[config.mk]
export PLATFORM = sky130hd
export DESIGN_NAME = dpc_cfg
export DESIGN_NICKNAME = d
export VERILOG_FILES = /design/src/dpc_pkg.sv /design/src/dpc_cfg.sv
export SDC_FILE = /design/constraint.sdc
export NUM_CORES = 1
export LEC_CHECK = 0
export ABC_CLOCK_PERIOD_IN_PS = 800
export BUFFER_PORTS_ARGS = -buffer_cell sky130_fd_sc_hd__buf_4
export CAP_MARGIN = 10
export CORE_UTILIZATION = 40
export CTS_BUF_LIST = sky130_fd_sc_hd__clkbuf_4 sky130_fd_sc_hd__clkbuf_8 sky130_fd_sc_hd__clkbuf_16
export DETAILED_ROUTE_END_ITERATION = 16
export HOLD_SLACK_MARGIN = 0.02
export PLACE_DENSITY = 0.69
export SYNTH_ARGS = -nofsm -noshare
export SYNTH_HDL_FRONTEND = slang
export SYNTH_SLANG_ARGS = --single-unit
[constraint.sdc]
create_clock -name clk_i -period 0.8 [get_ports clk_i]
set_input_delay 0.08 -clock clk_i [delete_from_list [all_inputs] [get_ports clk_i]]
set_output_delay 0.08 -clock clk_i [all_outputs]
set_load 0.05 [all_outputs]
[src/dpc_pkg.sv]
package dpc_pkg;

  localparam int COORD_BITS      = 11;
  localparam int BYTES_PER_PIXEL = 3;

  localparam int DEPTH_W = 16;
  localparam int COLOR_W = 24;
  localparam int SCALE_W = 24;
  localparam int COEF_W  = 32;
  localparam int BOUND_W = 32;
  localparam int FILL_W  = 8;
  localparam int CFG_W   = 32;

  // scaled depth product and its q16.16 meters slice
  localparam int ZP_W    = SCALE_W + DEPTH_W;
  localparam int Z_FRAC  = 8;
  localparam int Z_W     = ZP_W - Z_FRAC;
  // coordinate terms, q.24
  localparam int PXY_W   = COEF_W + COORD_BITS + 1;
  localparam int SUM_W   = PXY_W + 1;
  // depth term before and after dropping 16 fraction bits
  localparam int TZP_W   = COEF_W + Z_W + 1;
  localparam int TZ_SH   = 16;
  localparam int TZ_W    = TZP_W - TZ_SH;
  // projected distance, q.24
  localparam int D_W     = ((TZ_W > SUM_W) ? TZ_W : SUM_W) + 1;
  localparam int D_FRAC  = 24;
  localparam int BND_SH  = 8;

  localparam int FILL_BYTES = (BYTES_PER_PIXEL > 3) ? 3 : BYTES_PER_PIXEL;

  localparam int REG_IDX_W = 3;

  typedef enum logic [REG_IDX_W-1:0] {
    REG_DEPTH_SCALE = 3'd0,
    REG_COEF_X      = 3'd1,
    REG_COEF_Y      = 3'd2,
    REG_COEF_Z      = 3'd3,
    REG_Z_LOW       = 3'd4,
    REG_Z_HIGH      = 3'd5,
    REG_FILL_BYTE   = 3'd6
  } reg_idx_e;

  localparam logic [SCALE_W-1:0] RST_DEPTH_SCALE = 24'd16777;
  localparam logic [COEF_W-1:0]  RST_COEF_X      = 32'h0000_0000;
  localparam logic [COEF_W-1:0]  RST_COEF_Y      = 32'h0000_0000;
  localparam logic [COEF_W-1:0]  RST_COEF_Z      = 32'h0100_0000;
  localparam logic [BOUND_W-1:0] RST_Z_LOW       = 32'h0000_0000;
  localparam logic [BOUND_W-1:0] RST_Z_HIGH      = 32'h7fff_ffff;
  localparam logic [FILL_W-1:0]  RST_FILL_BYTE   = 8'hff;

  typedef struct packed {
    logic [SCALE_W-1:0] depth_scale;
    logic [COEF_W-1:0]  coef_x;
    logic [COEF_W-1:0]  coef_y;
    logic [COEF_W-1:0]  coef_z;
    logic [BOUND_W-1:0] z_low_bound;
    logic [BOUND_W-1:0] z_high_bound;
    logic [FILL_W-1:0]  fill_byte;
  } cfg_t;

  typedef struct packed {
    logic signed [D_W-1:0] pdist;
    logic [DEPTH_W-1:0]    depth_raw;
    logic [COLOR_W-1:0]    color;
  } proj_t;

endpackage

[src/dpc_cfg.sv]
module dpc_cfg import dpc_pkg::*; (
  input  logic                 clk_i,
  input  logic                 rst_ni,
  input  logic                 cfg_we_i,
  input  logic [REG_IDX_W-1:0] cfg_idx_i,
  input  logic [CFG_W-1:0]     cfg_data_i,
  output cfg_t                 cfg_o
);

  cfg_t cfg_d, cfg_q;

  always_comb begin
    cfg_d = cfg_q;
    if (cfg_we_i) begin
      case (reg_idx_e'(cfg_idx_i))
        REG_DEPTH_SCALE: cfg_d.depth_scale  = cfg_data_i[SCALE_W-1:0];
        REG_COEF_X:      cfg_d.coef_x       = cfg_data_i[COEF_W-1:0];
        REG_COEF_Y:      cfg_d.coef_y       = cfg_data_i[COEF_W-1:0];
        REG_COEF_Z:      cfg_d.coef_z       = cfg_data_i[COEF_W-1:0];
        REG_Z_LOW:       cfg_d.z_low_bound  = cfg_data_i[BOUND_W-1:0];
        REG_Z_HIGH:      cfg_d.z_high_bound = cfg_data_i[BOUND_W-1:0];
        REG_FILL_BYTE:   cfg_d.fill_byte    = cfg_data_i[FILL_W-1:0];
        default:         cfg_d = cfg_q;
      endcase
    end
  end

  always_ff @(posedge clk_i or negedge rst_ni) begin
    if (!rst_ni) begin
      cfg_q.depth_scale  <= RST_DEPTH_SCALE;
      cfg_q.coef_x       <= RST_COEF_X;
      cfg_q.coef_y       <= RST_COEF_Y;
      cfg_q.coef_z       <= RST_COEF_Z;
      cfg_q.z_low_bound  <= RST_Z_LOW;
      cfg_q.z_high_bound <= RST_Z_HIGH;
      cfg_q.fill_byte    <= RST_FILL_BYTE;
    end else begin
      cfg_q <= cfg_d;
    end
  end

  assign cfg_o = cfg_q;

endmodule

-- After elaboration in Yosys (flattened, before gate mapping)
Index checks and enable logic that the tools add are counted.
- equal/unequal tests: 6
- reductions and logical operators: 8
- operators with widths (cell ; number):
    $reduce_and A2 Y1 ; 7
    $eq A3 B3 Y1 const B ; 3
    $eq A3 B2 Y1 const B ; 2
    $eq A3 B1 Y1 const B ; 1
    $logic_not A3 Y1 ; 1
- register bits after elaboration: 192
- output and inout port bits: 192
- logic and storage cells: 21

-- Depth between registers and ports, before layout
- depth in word-level cells: 2
- gate-level depth with buffers: 5
- gate-level depth less buffers: 2

-- Worst setup path before layout
No wires, ideal clock.
- kind: input-to-reg
- start point: input cfg_idx_i[0]
- end point: register cfg_q (netlist bit cfg_o[169])
- setup time: 0.128 ns
- data arrival time: 1.170 ns
- data required time: 0.672 ns
- path slack: -0.498 ns
- stages on the path: 4
- cell sequence: buf_2 > nor4b_4 > buf_4 > mux2_1
- cells in the longest elaborated chain, start to end: 2
- ends and longest elaborated chain (item ; line ; source):
    start: declaration ; dpc_cfg.sv:5 ; input logic [REG_IDX_W-1:0] cfg_idx_i,
    $logic_not A3 Y1 ; dpc_cfg.sv:15 ; case (reg_idx_e'(cfg_idx_i))
    $reduce_and A2 Y1 (no line) ; n/a ;
    end signal: assignment ; dpc_cfg.sv:38 ; cfg_q <= cfg_d;
    end: declaration ; dpc_cfg.sv:10 ; cfg_t cfg_d, cfg_q;
Every way passes these cells.
A chain may end at the register's enable or synchronous reset.

-- Final worst setup path
- start point: register cfg_q (netlist bit cfg_o[16])
- end point: output cfg_o[16] (netlist name)
- RTL lines (item ; line ; source):
    end: declaration ; dpc_cfg.sv:7 ; output cfg_t cfg_o
No word-level cell between the ends.

==> metrics.md <==
| Metric | Value |
|---|---|
| Run status | `finished, violations left` |
| Failing checks | `negative setup slack` |
| Std cell rows | `between 40 and 50` |
| Hold Crit Class | `input port to asynchronous set/reset pin` |
| Final worst slack | `-0.426 ns` |
| Yosys warning count | `0` |
| Die W | `between 100 and 150 um` |
| VDD IR-drop max | `1.96 mV` |
| Post-DR vias/cell | `slightly below 5` |
| DP HPWL | `13,400 um` |
| Gpl congestion | `approximately 0.77` |
| Clk_lat worst skew | `0.43 ns` |
| Worst-Margin Slew | `roughly 0.31 ns` |
| Hold Vio Cnt, Final | `0` |
| Core Area | `between 15,000 and 20,000 um^2` |
| Slew margin rel. | `between 70% and 80%` |
| Clk pwr share | `between 20% and 30%` |
| GR Overflow Total | `0` |
| Crit path kind | `flop to primary output` |
| Height of the die | `~140 um` |
| Ports | `230` |
| Min Tclk post-route | `1.23 ns` |
| Synthesized instance count | `415` |
| R2R setup slack | `-0.21 ns` |
| Global-route usage over all layers | `27.0%` |
| WP buf/inv | `1` |
| Pwr Total | `roughly 43 mW` |
| Sink Count | `192` |
| RSZ-0062 raised after global routing | `true` |
| Power Density | `3180 nW/um^2` |
| First-pass GRT wire length | `36,100 um` |
| R2R depth | `3` |
| Max FFs per register | `192` |
| Design area | `13,400 um^2` |
| Layout area overhead | `85.3%` |
| N_diodes | `0` |
| Total iterations of the first detailed-routing run | `4` |
| Clock Pin Slew Worst Setup and Hold Paths | `approximately 0.070 ns` |
| Area after DPL | `approximately 10,000 um^2` |
| Cells along the critical path | `buf_8` |
| CTS root buffer | `clkbuf_16` |
| Final Core Density | `76.9%` |
| Max Cap Viol | `0` |
| Reg2Reg Launch Point | `cfg_o[190]` |
| Critical Path Start | `cfg_o[16]` |
| Number of H-tree levels | `4` |
| Worst EP required | `0.72 ns` |
| Largest fanout on the critical path | `2` |
| Hold_ws | `0.0595 ns` |
| Clock Tree Buf Depth | `2` |
| Sw Ratio | `about two fifths` |
| Power Internal | `approximately 26 mW` |
| Starting Density | `41.5%` |
| Yosys reg bits | `approximately 190` |
| Crit-path slowest cell | `dfstp_2` |
| Max stage delay on crit path | `0.56 ns` |
| NetSw | `approximately 16 mW` |
| DRT antenna net count | `0` |
| Tcrit/Tclk final | `153%` |
| Comb power frac | `45.9%` |
| # nets final | `864` |
| Cell family with most CP delay | `flip-flops` |
| I/O Buffers | `229` |
| Die area | `18,700 um^2` |
| Seq/Total Area, Yosys | `67.0%` |
| CTS tree | `yes` |
| Antenna violations before repair | `0` |
| Syn Std Cell Area | `7250 um^2` |
| Fmax | `816 MHz` |
| Final Max Slew Viols | `0` |
| R2r endpoint | `cfg_o[190]` |
| Syn nets | `453` |
| Final wirelength | `24,700 um` |
| Wire per inst | `23.2 um` |
| TritonCTS Buffers | `17` |
| Clock Skews | `0 ns` |
| Flop pwr share | `33.3%` |
| Share of cells above drive strength 1 | `approximately 79%` |
| # setup viols final | `352` |
| Pleak | `roughly 6.4 nW` |
| Crit end category | `primary output` |
| Number of global-route vias before repair | `5,890` |
| Crit path DAT | `1.15 ns` |
| Synthesized area per cell | `17.5 um^2` |
| Vias | `5,249` |
| Startpoint types | `flop` |
| Synth unique cells | `9` |
| Initial detailed-routing violation count | `253` |
| # DRC | `0` |
| Largest net degree at the start of global routing | `42` |
-- cell families (layout without fill, tap and decap cells) --
kind of cell | after synthesis | after routing | synth area share (%)
multiplexers | 192 | 192 | 29.8
flip-flops | 192 | 192 | 67.0
buffers and inverters | 24 | 448 | 2.04
AND/OR/NAND/NOR | 7 | 7 | 1.10
-- metrics by stage --
step	cells	setup TNS [ns]	setup slack (ns)
6_report	1064	-74.32	-0.426
5_1_grt	1064	-81.53	-0.457
4_1_cts	1042	-71.73	-0.440
3_5_place_dp	879	-98.52	-0.595
3_3_place_gp	879	-95.22	-0.558
2_1_floorplan	415	-67.65	-0.461
-- area by class of cell --
type,instances,area [um^2]
Clock buffer,19,447
Clock inverter,13,161
Fill cell,906,4040
Multi-Input combinational cell,199,2790
Sequential cell,192,4860
Tap cell,225,282
Timing Repair Buffer,416,4890
-- what timing repair did --
item | in CTS | in global routing
setup buffers | 87 | 58
gates resized for setup | 299 | 77
pin swaps | 4 | 3
cloned | 14 | 2
endpoints found under the setup margin | 348 | 361
endpoints found under the hold margin | 384 | 0
hold buffers | 33 | 0
-- layer usage --
layer  track usage, %  part of all wire (%)  wire length (um)
met3             9.11                   7.3              1820
met2             44.9                    51             12600
met5                0                     0                 0
met1             32.2                    39              9740
met4             10.4                   2.3               567
-- Yosys cell counts --
library cell,count,area share (%)
nor4bb_1,3,0.41
nor4b_4,1,0.33
dfrtp_1,147,51
dfstp_2,45,16
buf_4,11,1.1
buf_2,13,0.90
mux2_1,33,5.1
nand4b_1,3,0.36
mux2_2,159,25
-- power groups by stage --
stage	sequential (mW)	combinational [mW]	clock, mW
6_report	14.2	19.6	8.87
5_1_grt	14.4	20.3	9.37
4_1_cts	14.0	18.7	8.94
3_5_place_dp	13.7	15.4	0
3_3_place_gp	13.6	15.2	0
2_1_floorplan	21.2	2.84	0
-- layout by cell type, fill, tap and decap left out --
cell | Yosys | final
buf_12 | 0 | 28
buf_6 | 0 | 223
buf_8 | 0 | 46
buf_16 | 0 | 6
clkinv_2 | 0 | 3
buf_4 | 11 | 78
mux2_4 | 0 | 134
clkinv_4 | 0 | 1
clkinvlp_4 | 0 | 4
bufinv_16 | 0 | 3
dfstp_2 | 45 | 45
mux2_2 | 159 | 58
inv_6 | 0 | 2
nor4b_4 | 1 | 1
nand4b_1 | 3 | 3
nor4bb_4 | 0 | 3
clkbuf_8 | 0 | 1
dfrtp_1 | 147 | 144
dfrtp_2 | 0 | 3
clkbuf_4 | 0 | 1
dlygate4sd3_1 | 0 | 33
clkbuf_16 | 0 | 19
-- how the worst max path moves through the flow --
stage	endpoint	cells after the start
4_1_cts	cfg_o[13]	1
2_1_floorplan	cfg_o[169]	4
5_1_grt	cfg_o[13]	1
3_3_place_gp	cfg_o[128]	4
3_5_place_dp	cfg_o[120]	4
6_report	cfg_o[16]	1
(Power assumes the default switching activity.)
