### src/dpc_pkg.sv
package dpc_pkg;

  localparam int COORD_BITS      = 11;
  localparam int BYTES_PER_PIXEL = 3;

  localparam int DEPTH_W = 16;
  localparam int COLOR_W = 24;
  localparam int SCALE_W = 24;
  localparam int COEF_W  = 32;
  localparam int BOUND_W = 32;
  localparam int FILL_W  = 8;
  localparam int CFG_W   = 32;

  // scaled depth product and its q16.16 meters slice
  localparam int ZP_W    = SCALE_W + DEPTH_W;
  localparam int Z_FRAC  = 8;
  localparam int Z_W     = ZP_W - Z_FRAC;
  // coordinate terms, q.24
  localparam int PXY_W   = COEF_W + COORD_BITS + 1;
  localparam int SUM_W   = PXY_W + 1;
  // depth term before and after dropping 16 fraction bits
  localparam int TZP_W   = COEF_W + Z_W + 1;
  localparam int TZ_SH   = 16;
  localparam int TZ_W    = TZP_W - TZ_SH;
  // projected distance, q.24
  localparam int D_W     = ((TZ_W > SUM_W) ? TZ_W : SUM_W) + 1;
  localparam int D_FRAC  = 24;
  localparam int BND_SH  = 8;

  localparam int FILL_BYTES = (BYTES_PER_PIXEL > 3) ? 3 : BYTES_PER_PIXEL;

  localparam int REG_IDX_W = 3;

  typedef enum logic [REG_IDX_W-1:0] {
    REG_DEPTH_SCALE = 3'd0,
    REG_COEF_X      = 3'd1,
    REG_COEF_Y      = 3'd2,
    REG_COEF_Z      = 3'd3,
    REG_Z_LOW       = 3'd4,
    REG_Z_HIGH      = 3'd5,
    REG_FILL_BYTE   = 3'd6
  } reg_idx_e;

  localparam logic [SCALE_W-1:0] RST_DEPTH_SCALE = 24'd16777;
  localparam logic [COEF_W-1:0]  RST_COEF_X      = 32'h0000_0000;
  localparam logic [COEF_W-1:0]  RST_COEF_Y      = 32'h0000_0000;
  localparam logic [COEF_W-1:0]  RST_COEF_Z      = 32'h0100_0000;
  localparam logic [BOUND_W-1:0] RST_Z_LOW       = 32'h0000_0000;
  localparam logic [BOUND_W-1:0] RST_Z_HIGH      = 32'h7fff_ffff;
  localparam logic [FILL_W-1:0]  RST_FILL_BYTE   = 8'hff;

  typedef struct packed {
    logic [SCALE_W-1:0] depth_scale;
    logic [COEF_W-1:0]  coef_x;
    logic [COEF_W-1:0]  coef_y;
    logic [COEF_W-1:0]  coef_z;
    logic [BOUND_W-1:0] z_low_bound;
    logic [BOUND_W-1:0] z_high_bound;
    logic [FILL_W-1:0]  fill_byte;
  } cfg_t;

  typedef struct packed {
    logic signed [D_W-1:0] pdist;
    logic [DEPTH_W-1:0]    depth_raw;
    logic [COLOR_W-1:0]    color;
  } proj_t;

endpackage

### src/dpc_if.sv


interface pix_out_if import dpc_pkg::*; ();
  logic               valid;
  logic               ready;
  logic               culled;
  logic [DEPTH_W-1:0] depth_out;
  logic [COLOR_W-1:0] color_out;

  modport source (output valid, culled, depth_out, color_out, input ready);
  modport sink   (input valid, culled, depth_out, color_out, output ready);
endinterface

### src/dpc_cull.sv
module dpc_cull import dpc_pkg::*; (
  input  logic      clk_i,
  input  logic      rst_ni,
  input  cfg_t      cfg_i,
  input  logic      valid_i,
  output logic      ready_o,
  input  proj_t     proj_i,
  pix_out_if.source res_o
);

  logic                  vo_q;
  logic                  cull_q;
  logic [DEPTH_W-1:0]    dep_q;
  logic [COLOR_W-1:0]    col_q;

  logic signed [D_W-1:0] lo, hi;
  logic                  cull_d;
  logic [DEPTH_W-1:0]    dep_sat;
  logic [COLOR_W-1:0]    col_fill;

  assign lo = D_W'($signed({cfg_i.z_low_bound, BND_SH'(0)}));
  assign hi = D_W'($signed({cfg_i.z_high_bound, BND_SH'(0)}));
  assign cull_d = (proj_i.pdist <= lo) || (proj_i.pdist >= hi);

  always_comb begin
    if (proj_i.pdist[D_W-1]) begin
      dep_sat = '0;
    end else if (|proj_i.pdist[D_W-2:D_FRAC+DEPTH_W]) begin
      dep_sat = '1;
    end else begin
      dep_sat = proj_i.pdist[D_FRAC+DEPTH_W-1:D_FRAC];
    end
  end

  always_comb begin
    col_fill = proj_i.color;
    for (int i = 0; i < FILL_BYTES; i++) begin
      col_fill[8*i +: 8] = cfg_i.fill_byte;
    end
  end

  assign ready_o = !vo_q || res_o.ready;

  always_ff @(posedge clk_i or negedge rst_ni) begin
    if (!rst_ni) begin
      vo_q <= 1'b0;
    end else if (ready_o) begin
      vo_q <= valid_i;
    end
  end

  always_ff @(posedge clk_i) begin
    if (ready_o && valid_i) begin
      cull_q <= cull_d;
      dep_q  <= cull_d ? dep_sat : proj_i.depth_raw;
      col_q  <= cull_d ? col_fill : proj_i.color;
    end
  end

  assign res_o.valid     = vo_q;
  assign res_o.culled    = cull_q;
  assign res_o.depth_out = dep_q;
  assign res_o.color_out = col_q;

endmodule

### src/flat_wrapper.sv
// flat-port wrapper written by rule: the top's interface ports become plain ports
module dpc_cull_flat import dpc_pkg::*;
  (clk_i, rst_ni, cfg_i, valid_i, ready_o, proj_i, res_o_valid, res_o_culled, res_o_depth_out, res_o_color_out, res_o_ready);
  pix_out_if res_o_i ();
  input  logic clk_i;
  input  logic rst_ni;
  input  cfg_t cfg_i;
  input  logic valid_i;
  output logic ready_o;
  input  proj_t proj_i;
  output wire logic [$bits(res_o_i.valid)-1:0] res_o_valid;
  output wire logic [$bits(res_o_i.culled)-1:0] res_o_culled;
  output wire logic [$bits(res_o_i.depth_out)-1:0] res_o_depth_out;
  output wire logic [$bits(res_o_i.color_out)-1:0] res_o_color_out;
  input wire logic [$bits(res_o_i.ready)-1:0] res_o_ready;
  assign res_o_valid = res_o_i.valid;
  assign res_o_culled = res_o_i.culled;
  assign res_o_depth_out = res_o_i.depth_out;
  assign res_o_color_out = res_o_i.color_out;
  assign res_o_i.ready = res_o_ready;
  dpc_cull u_core (.clk_i(clk_i), .rst_ni(rst_ni), .cfg_i(cfg_i), .valid_i(valid_i), .ready_o(ready_o), .proj_i(proj_i), .res_o(res_o_i));
endmodule
### config.mk
export PLATFORM = sky130hd
export DESIGN_NAME = dpc_cull_flat
export DESIGN_NICKNAME = d
export VERILOG_FILES = /design/src/dpc_pkg.sv /design/src/dpc_if.sv /design/src/dpc_cull.sv /design/src/flat_wrapper.sv
export SDC_FILE = /design/constraint.sdc
export NUM_CORES = 1
export LEC_CHECK = 0
export ABC_AREA = 1
export BUFFER_PORTS_ARGS = -buffer_cell sky130_fd_sc_hd__buf_2
export CAP_MARGIN = 25
export CORE_AREA = 2 2 129 131
export DETAILED_ROUTE_END_ITERATION = 12
export DIE_AREA = 0 0 131 133
export PLACE_DENSITY = 0.69
export SETUP_SLACK_MARGIN = 0.5
export SKIP_CTS_REPAIR_TIMING = 1
export SYNTH_ARGS = -nofsm -noshare
export SYNTH_HDL_FRONTEND = slang
export SYNTH_SLANG_ARGS = --single-unit
### constraint.sdc
create_clock -name clk_i -period 7.1 [get_ports clk_i]
set_input_delay 0.355 -clock clk_i [delete_from_list [all_inputs] [get_ports clk_i]]
set_output_delay 0.355 -clock clk_i [all_outputs]
set_load 0.005 [all_outputs]
# [Word level (Yosys, flattened, before mapping)]
# Cells that the tools add are included.
[word_totals] ff_bits=42 latch_bits=0 mem_bits_rw=0 rom_bits=0 inputBits=286 output_inout_bits=43 word_cells=15 n_memories=0
[classes] addsub=0 multipliers=0 div_mod_pow=0 n_lt_le_gt_ge=2 n_eq_ne=0 n_shift=0 mux=4 bitwise=0 reduce_logical=5
[op_table] op="$ge A50 B40 Y1" count=1
[op_table] op="$le A50 B40 Y1" count=1
[op_table] op="$mux W16" count=3
[op_table] op="$mux W24" count=1
[op_table] op="$reduce_or A9 Y1" count=1
[op_table] op="$logic_or A1 B1 Y1" count=2
[op_table] op="$logic_and A1 B1 Y1" count=1
[op_table] op="$logic_not A1 Y1" count=1

# [Logic depth before layout (Yosys ltp)]
# Gate-level depths: netlist of run 1.
[depth] depth_word=4 depth_mapped=18

# [Worst setup path before layout of run 1]
# OpenSTA, ideal clock, no wires.
[synth_timing] kind="reg2reg" start="reg u_core.vo_q (netlist: u_core.res_o.valid)" end="reg u_core.col_q[0] (netlist: u_core.res_o.color_out[0]) (enable)" setup_ns=0.453 arrival_time_ns=2.440 required_ns=6.647 slack_ns=4.207 stages_incl_launch_ff=2 n_path_buf=0 period_less_slack_ns=2.893 cell_sequence="dfrtp_1 -> a21oi_1"
[synth_between] elab_chain_len=3
[synth_lines] item="start: declaration" line="dpc_cull.sv:11" source="logic vo_q;"
[synth_lines] item="start signal: assignment" line="dpc_cull.sv:48" source="vo_q <= valid_i;"
[synth_lines] item="$logic_not A1 Y1" line="dpc_cull.sv:42" source="assign ready_o = !vo_q || res_o.ready;"
[synth_lines] item="$logic_or A1 B1 Y1" line="dpc_cull.sv:42"
[synth_lines] item="$logic_and A1 B1 Y1" line="dpc_cull.sv:53" source="if (ready_o && valid_i) begin"
[synth_lines] item="end signal: assignment" line="dpc_cull.sv:56" source="col_q <= cull_d ? col_fill : proj_i.color;"
[synth_lines] item="end: declaration" line="dpc_cull.sv:14" source="logic [COLOR_W-1:0] col_q;"
# Every way passes these cells.
# A chain may end at the register's enable or synchronous reset.

# [Final worst setup path of run 1]
[layout_timing] start="in cfg_i[71] (netlist name)" end="reg u_core.dep_q[9] (netlist: u_core.res_o.depth_out[9]) (data pin)"
[layout_between] elab_chain_len=3
[layout_lines] item="start: declaration" line="flat_wrapper.sv:7" source="input cfg_t cfg_i;"
[layout_lines] item="$le A50 B40 Y1" line="dpc_cull.sv:23" source="assign cull_d = (proj_i.pdist <= lo) || (proj_i.pdist >= hi);"
[layout_lines] item="$logic_or A1 B1 Y1" line="dpc_cull.sv:23"
[layout_lines] item="$mux W16" line="dpc_cull.sv:55" source="dep_q <= cull_d ? dep_sat : proj_i.depth_raw;"
[layout_lines] item="end signal: assignment" line="dpc_cull.sv:55"
[layout_lines] item="end: declaration" line="dpc_cull.sv:13" source="logic [DEPTH_W-1:0] dep_q;"
# Every way passes these cells.

==> results of run 1 <==
## critical path: cells and delay by family
kind / cells / cell delay [ns]
and+or+nand+nor: 12 / 2.47
buffers and inverters: 2 / 0.23
adders and majority gates: 1 / 0.37
## metrics by stage
step	setup WS, ns	total power [uW]	instances	cell area (um^2)	hold slack (ns)
after CTS	3.69	888	1028	5820	-0.191
after detailed placement	3.42	621	1020	5660	0.131
after global routing	3.40	942	1030	5840	0.299
after global placement	3.39	617	1020	5660	0.133
final	3.83	878	1034	5850	0.284
after floorplan	4.21	501	601	4390	0.0594
## sequential cells by signal (all words and copies together), names as in the netlist
register and count:
u_core.res_o.color_out 24, u_core.res_o.depth_out 16, u_core.res_o.culled 1, u_core.res_o.valid 1
## per-layer routing
layer / global-route usage, % / vias to the layer above / part of all wire [%]
li1: - / 2355 / -
met1: 18.8 / 1867 / 45
met2: 25.4 / 189 / 44
met3: 4.69 / 11 / 10
met4: 2.30 / 4 / 0.64
met5: 0 / - / 0.10
## cells in the final DEF (no fill, tap or decap), types with 2 or more instances in the layout
cell type	netlist	layout
a21o_1	5	5
a21oi_1	28	27
buf_2	2	208
clkbuf_16	0	5
diode_2	0	5
edfxtp_1	41	41
ha_1	84	84
inv_1	116	116
nand2_1	196	196
nand3_1	11	11
nand4_1	11	11
nor2_1	39	39
nor3_1	5	5
nor3b_1	2	2
nor4_1	2	2
o21a_1	2	2
o21ai_0	18	18
o21bai_1	24	24
## logic make-up (layout without fill, tap and decap cells)
| family | Yosys count | count (layout) |
|---|---|---|
| adders and majority gates | 84 | 84 |
| buffers and inverters | 126 | 334 |
| AOI/OAI and AO/OA | 78 | 78 |
| DFF | 42 | 42 |
| and+or+nand+nor | 271 | 271 |
| other | 0 | 5 |
## worst paths after layout
path                       slack, ns                      startpoint                                  end
max                             3.83                       cfg_i[71]  u_core.res_o.depth_out[9]$_DFFE_PP_
min                             0.28                         valid_i       u_core.res_o.valid$_DFFE_PN0N_
max reg2reg                     5.65  u_core.res_o.valid$_DFFE_PN0N_  u_core.res_o.color_out[9]$_DFFE_PP_
min reg2reg                     0.58  u_core.res_o.valid$_DFFE_PN0N_       u_core.res_o.valid$_DFFE_PN0N_
max in group asynchronous       6.66                          rst_ni       u_core.res_o.valid$_DFFE_PN0N_
min in group asynchronous       0.35                          rst_ni       u_core.res_o.valid$_DFFE_PN0N_
## final cells by class
type	count	area, um^2	area share [%]
Multi-Input combinational cell	433	2640	45.2
Sequential cell	42	1260	21.5
Timing Repair Buffer	210	1060	18.1
Inverter	116	435	7.45
Tap cell	220	275	4.71
Clock buffer	6	129	2.20
Clock inverter	2	37.5	0.642
Antenna cell	5	12.5	0.214
## synthesized netlist by cell type, types with 3 or more instances
cell type / n / area [um^2]
nand3_1: 11 / 55.1
ha_1: 84 / 1050
nor2_1: 39 / 146
nand4_1: 11 / 68.8
edfxtp_1: 41 / 1230
o21ai_0: 18 / 90.1
nor3_1: 5 / 25.0
inv_1: 116 / 435
a21oi_1: 28 / 140
a21o_1: 5 / 37.5
o21bai_1: 24 / 180
buf_4: 4 / 30.0
nand2_1: 196 / 736
clkbuf_1: 3 / 11.3
## power by group
| group | leakage [uW] | internal [uW] | switching, uW |
|---|---|---|---|
| sequential | 0.000404 | 310 | 5.28 |
| clock | 0.0000771 | 166 | 99.4 |
| combinational | 0.00289 | 122 | 175 |
==> qor.csv, run 1 <==
stage;metric;value;unit
route;first_pass_iters;4;
timing;tightest_slew;0.853;ns
clocking;cts_buffers;5;
timing;hold_viol;0;
clocking;insertion_delay;0.30;ns
route;wire_per_inst;12.9;um
grt;grt_start_max_net_pins;42;
placement;port_buffers;208;
synth;synth_async_sr_flop_share;2.38;%
die;dieArea;17400;um^2
worst_setup_path;critPathRequiredTime;7.27;ns
layout;syn_to_final_growth;33.3;%
placement;place.gp.congestion;0.809;
power;power-per-cell-area;150;nW/um^2
run;cap_violations;0;
power;p_leak;0.00337;uW
die;io_pins;329;
clocking;clockBufferDepth;2;
grt;grt_usage;14.9;%
worst_setup_path;arrival;3.44;ns
synth;synth-seq-cells;42;
clocking;cts_root_buf;clkbuf_16;
timing;fmax;306;MHz
die;chipWidth;131;um
synth;synth.area.mux_share;0;%
timing;finalCritPeriodShare;46.1;%
route;wl;13.4;mm
synth;synthDistinctLibCells;26;
synth;synth_edf_count;41;
route;route.detailed.drc;0;
synth;synth_top_family_by_area;simple AND/OR/NAND/NOR gates;
worst_setup_path;rr_worst_depth;2;
worst_setup_path;cp_slowest_stage_delay;0.80;ns
synth;synthAdderAreaFrac;24.0;%
clocking;clk_pin_slew;0.07;ns
synth;syn_nets;971;
layout;fillerInstances;1682;
synth;netlist_area;4390;um^2
layout;drive_above_1_share;27.4;%
worst_setup_path;critPathMaxFanout;41;
synth;ys.flop_type;edfxtp_1;
route;dr_total_vias;4426;
grt;grt_pass1_vias;4109;
route;vias_per_cell;4.28;
worst_setup_path;crit_path_start_kind;primary input;
synth;yosys_warnings;0;
die;core-area;16200;um^2
placement;place_hpwl;11.6;mm
worst_setup_path;crit_top_cell;nand2_1;
grt;grt_first_pass_wirelength;20.0;mm
clocking;cts_tree;done;
route;ant_nets;0;
layout;fin_util;36.2;%
worst_setup_path;path_cells;buf_2 -> inv_1 -> ha_1 -> nand2_1 -> nor2_1 -> nand2_1 -> nor2_1 -> nand2_1 -> nor2_1 -> nand2_1 -> nand4_1 -> nand2_2 -> nor2_4 -> nand2_1 -> nand2_1;
synth;synth.avg_cell_area;7.30;um^2
min_path;hold_depth;3;
power;ir_worst_vdd;0.0000880;V
die;initial_utilization;27.1;%
synth;synth-compound-area-share;10.7;%
timing;setup_viol;0;
clocking;h-tree-depth;2;
die;fp-row-count;47;
synth;yosysSeqAreaShare;28.6;%
synth;synthesis.instances;601;
worst_setup_path;crit_path_top_delay_cell;nor2_4;
min_path;worst_hold_path_type;primary input to flip-flop;
grt;grt_overflow;0;
timing;grt_setup_unrepaired;no;
synth;synth-xor-area-share;0;%
timing;slew_headroom;43.0;%
timing;period_minus_slack;3.27;ns
layout;nets;1178;
timing;skew;0.0151;ns
timing;slew_viol_final;0;
outcome;status;complete, no violations;
route;drt_iter0_drc;112;
timing;setup_tns;0;ns
worst_setup_path;crit_type;primary input to flip-flop;
synth;yosys.area_share.simple;25.3;%
clocking;clock-sinks;42;
worst_setup_path;crit_path_end_kind;flip-flop;
grt;antenna_found_initial;7;
die;die_y;133;um
Note: power is estimated with default switching activity, not from simulation.
==> run 2: changes to the inputs <==
--- a/config.mk
+++ b/config.mk
@@ -8,10 +8,10 @@
 export ABC_AREA = 1
 export BUFFER_PORTS_ARGS = -buffer_cell sky130_fd_sc_hd__buf_2
 export CAP_MARGIN = 25
-export CORE_AREA = 2 2 129 131
+export CORE_AREA = 2 2 126 128
 export DETAILED_ROUTE_END_ITERATION = 12
-export DIE_AREA = 0 0 131 133
-export PLACE_DENSITY = 0.69
+export DIE_AREA = 0 0 128 130
+export PLACE_DENSITY = 0.74
 export SETUP_SLACK_MARGIN = 0.5
 export SKIP_CTS_REPAIR_TIMING = 1
 export SYNTH_ARGS = -nofsm -noshare
==> constraint.sdc (replaced) <==
create_clock -name clk_i -period 3 [get_ports clk_i]
set_input_delay 0.15 -clock clk_i [delete_from_list [all_inputs] [get_ports clk_i]]
set_output_delay 0.15 -clock clk_i [all_outputs]
set_load 0.005 [all_outputs]
==> run 2 against run 1 <==
Against the previous run:
- worst hold slack got worse by 0.19 ns
- non-clock buffer count increased by 5
- core utilization increased by 2.0 points
- sequential power increased by 140%
- total power increased by 140%
- sequential share of layout area decreased by 0.15 points
- critical path type unchanged
- critical endpoint is now u_core.res_o.color_out[13]$_DFFE_PP_
- largest cell class unchanged
==> qor.csv, run 2 (same netlist as run 1, synthesis figures left out) <==
stage;metric;value;unit
outcome;status;complete, no violations;
die;initial_utilization;28.4;%
timing;fmax;428;MHz
clocking;clockBufferDepth;2;
power;pwr-share-seq;35.3;%
placement;port_buffers;208;
worst_setup_path;crit_path_top_delay_cell;ha_1;
layout;register_area;1260;um^2
die;dieArea;16600;um^2
clocking;clk_pin_slew;0.07;ns
timing;finalCritPeriodShare;77.9;%
grt;grt_pass1_vias;4413;
layout;layout_commonest_cell;buf_2;
timing;slew_headroom;55.9;%
worst_setup_path;crit_type;primary input to flip-flop;
die;die_y;130;um
power;ir_worst_vdd;0.000205;V
power;clkPwrFrac;29.2;%
worst_setup_path;crit_path_start_kind;primary input;
timing;grt_setup_unrepaired;yes;
route;drt_iter0_drc;153;
worst_setup_path;critPathRequiredTime;3.03;ns
worst_setup_path;critPathMaxFanout;11;
worst_setup_path;crit_buf_inv;3;
timing;setup_viol;0;
timing;period_minus_slack;2.34;ns
power;switching_share;32.0;%
grt;grt_first_pass_wirelength;22.0;mm
layout;fillerInstances;1627;
layout;drive_above_1_share;28.7;%
layout;largest_reg_flops;24;
power;p_leak;0.00340;uW
placement;place_hpwl;12.6;mm
clocking;h-tree-depth;2;
layout;multiInputGateArea;2670;um^2
layout;layout_common_cells;buf_2, nand2_1, inv_1;
grt;grt_overflow;0;
worst_setup_path;crit_path_end_kind;flip-flop;
timing;holdWs;0.0896;ns
worst_setup_path;crit_top_cell;nand2_1;
min_path;worst_hold_path_type;primary input to flip-flop;
layout;syn_to_final_growth;34.3;%
layout;fin_util;38.2;%
worst_setup_path;path_cells;buf_2 -> clkinvlp_2 -> ha_1 -> nand2_1 -> nor2_2 -> nand2_1 -> nor2_1 -> nand2_1 -> nor2_1 -> nand2_1 -> nand4_1 -> nand2_2 -> buf_4 -> o21bai_1 -> nand2_1;
clocking;cts_tree;done;
power;power-per-cell-area;360;nW/um^2
timing;setup_tns;0;ns
timing;slew_viol_final;0;
run;cap_violations;0;
clocking;insertion_delay;0.29;ns
route;vias_per_cell;4.46;
die;core-area;15400;um^2
die;fp-row-count;46;
power;switchingPower;678;uW
clocking;cts_buffers;5;
grt;grt_start_max_net_pins;42;
worst_setup_path;cp_slowest_stage_delay;0.37;ns
worst_setup_path;cp_top_family;simple AND/OR/NAND/NOR gates;
timing;tightest_slew;0.660;ns
grt;grt_usage;17.4;%
power;cell_internal_pwr;1440;uW
timing;hold_viol;0;
power;pwr-share-comb;35.5;%
clocking;cts_root_buf;clkbuf_16;
route;route.detailed.drc;0;
die;io_pins;329;
die;chipWidth;128;um
timing;skew;0.0123;ns
clocking;clock-sinks;42;
grt;antenna_found_initial;5;
route;wire_per_inst;14.4;um
route;dr_total_vias;4501;
route;ant_nets;0;
route;wl;14.5;mm
placement;place.gp.congestion;0.811;
route;first_pass_iters;4;
layout;nets;1184;
worst_setup_path;arrival;2.37;ns
==> run 2: cell types whose count changed in the layout (fill, tap and decap cells not counted), sizes merged <==
cell      previous run  this run
buf                209       214
inv                116       115
clkinvlp             1         3
diode                5         2
==> run 2: power by group through the flow <==
stage | Combinational [uW] | Sequential [uW] | Clock, uW
floorplan | 415 | 771 | 0
global placement | 731 | 760 | 0
detailed placement | 749 | 760 | 0
CTS | 754 | 749 | 630
global route | 867 | 754 | 653
finish | 753 | 748 | 619
==> run 2: final cells by class <==
type | count | area share [%]
Antenna cell | 2 | 0.0850
Timing Repair Buffer | 215 | 18.8
Tap cell | 192 | 4.08
Clock buffer | 6 | 2.19
Sequential cell | 42 | 21.3
Inverter | 116 | 7.46
Clock inverter | 2 | 0.637
Multi-Input combinational cell | 433 | 45.3
Timing Repair inverter | 1 | 0.0850
==> run 2: routing by layer <==
layer / track usage [%] / vias up / share of wire [%]
met2: 29.9 / 199 / 44
met1: 21.1 / 1918 / 44
met3: 6.23 / 15 / 9.8
met5: 0 / - / 0.19
met4: 3.94 / 4 / 1.2
li1: - / 2365 / -
==> run 2: path summary, 6_finish.rpt <==
kind                                                     start                                    to  slack [ns]  cells past startpoint
worst max-delay path                                 cfg_i[71]  u_core.res_o.color_out[13]$_DFFE_PP_        0.66                     15
worst min-delay path                                   valid_i        u_core.res_o.valid$_DFFE_PN0N_        0.09                      3
worst max register to register  u_core.res_o.valid$_DFFE_PN0N_   u_core.res_o.color_out[8]$_DFFE_PP_        1.55                      2
worst min register to register  u_core.res_o.valid$_DFFE_PN0N_        u_core.res_o.valid$_DFFE_PN0N_        0.61                      2
max in group asynchronous                               rst_ni        u_core.res_o.valid$_DFFE_PN0N_        2.76                      2
min in group asynchronous                               rst_ni        u_core.res_o.valid$_DFFE_PN0N_        0.16                      2
==> run 2: stage by stage <==
stage / cells / total power (uW) / instance area (um^2) / setup slack (ns)
2_1_floorplan: 601 / 1190 / 4390 / 0.915
3_3_place_gp: 996 / 1490 / 5670 / 0.332
3_5_place_dp: 996 / 1510 / 5670 / 0.273
4_1_cts: 1004 / 2130 / 5830 / 0.585
5_1_grt: 1008 / 2270 / 5890 / 0.442
6_report: 1009 / 2120 / 5890 / 0.662
==> run 2: worst min-delay path: cells and delay by family <==
family / cells / cell delay, ns
buffers and inverters: 2 / 0.14
and+or+nand+nor: 1 / 0.07
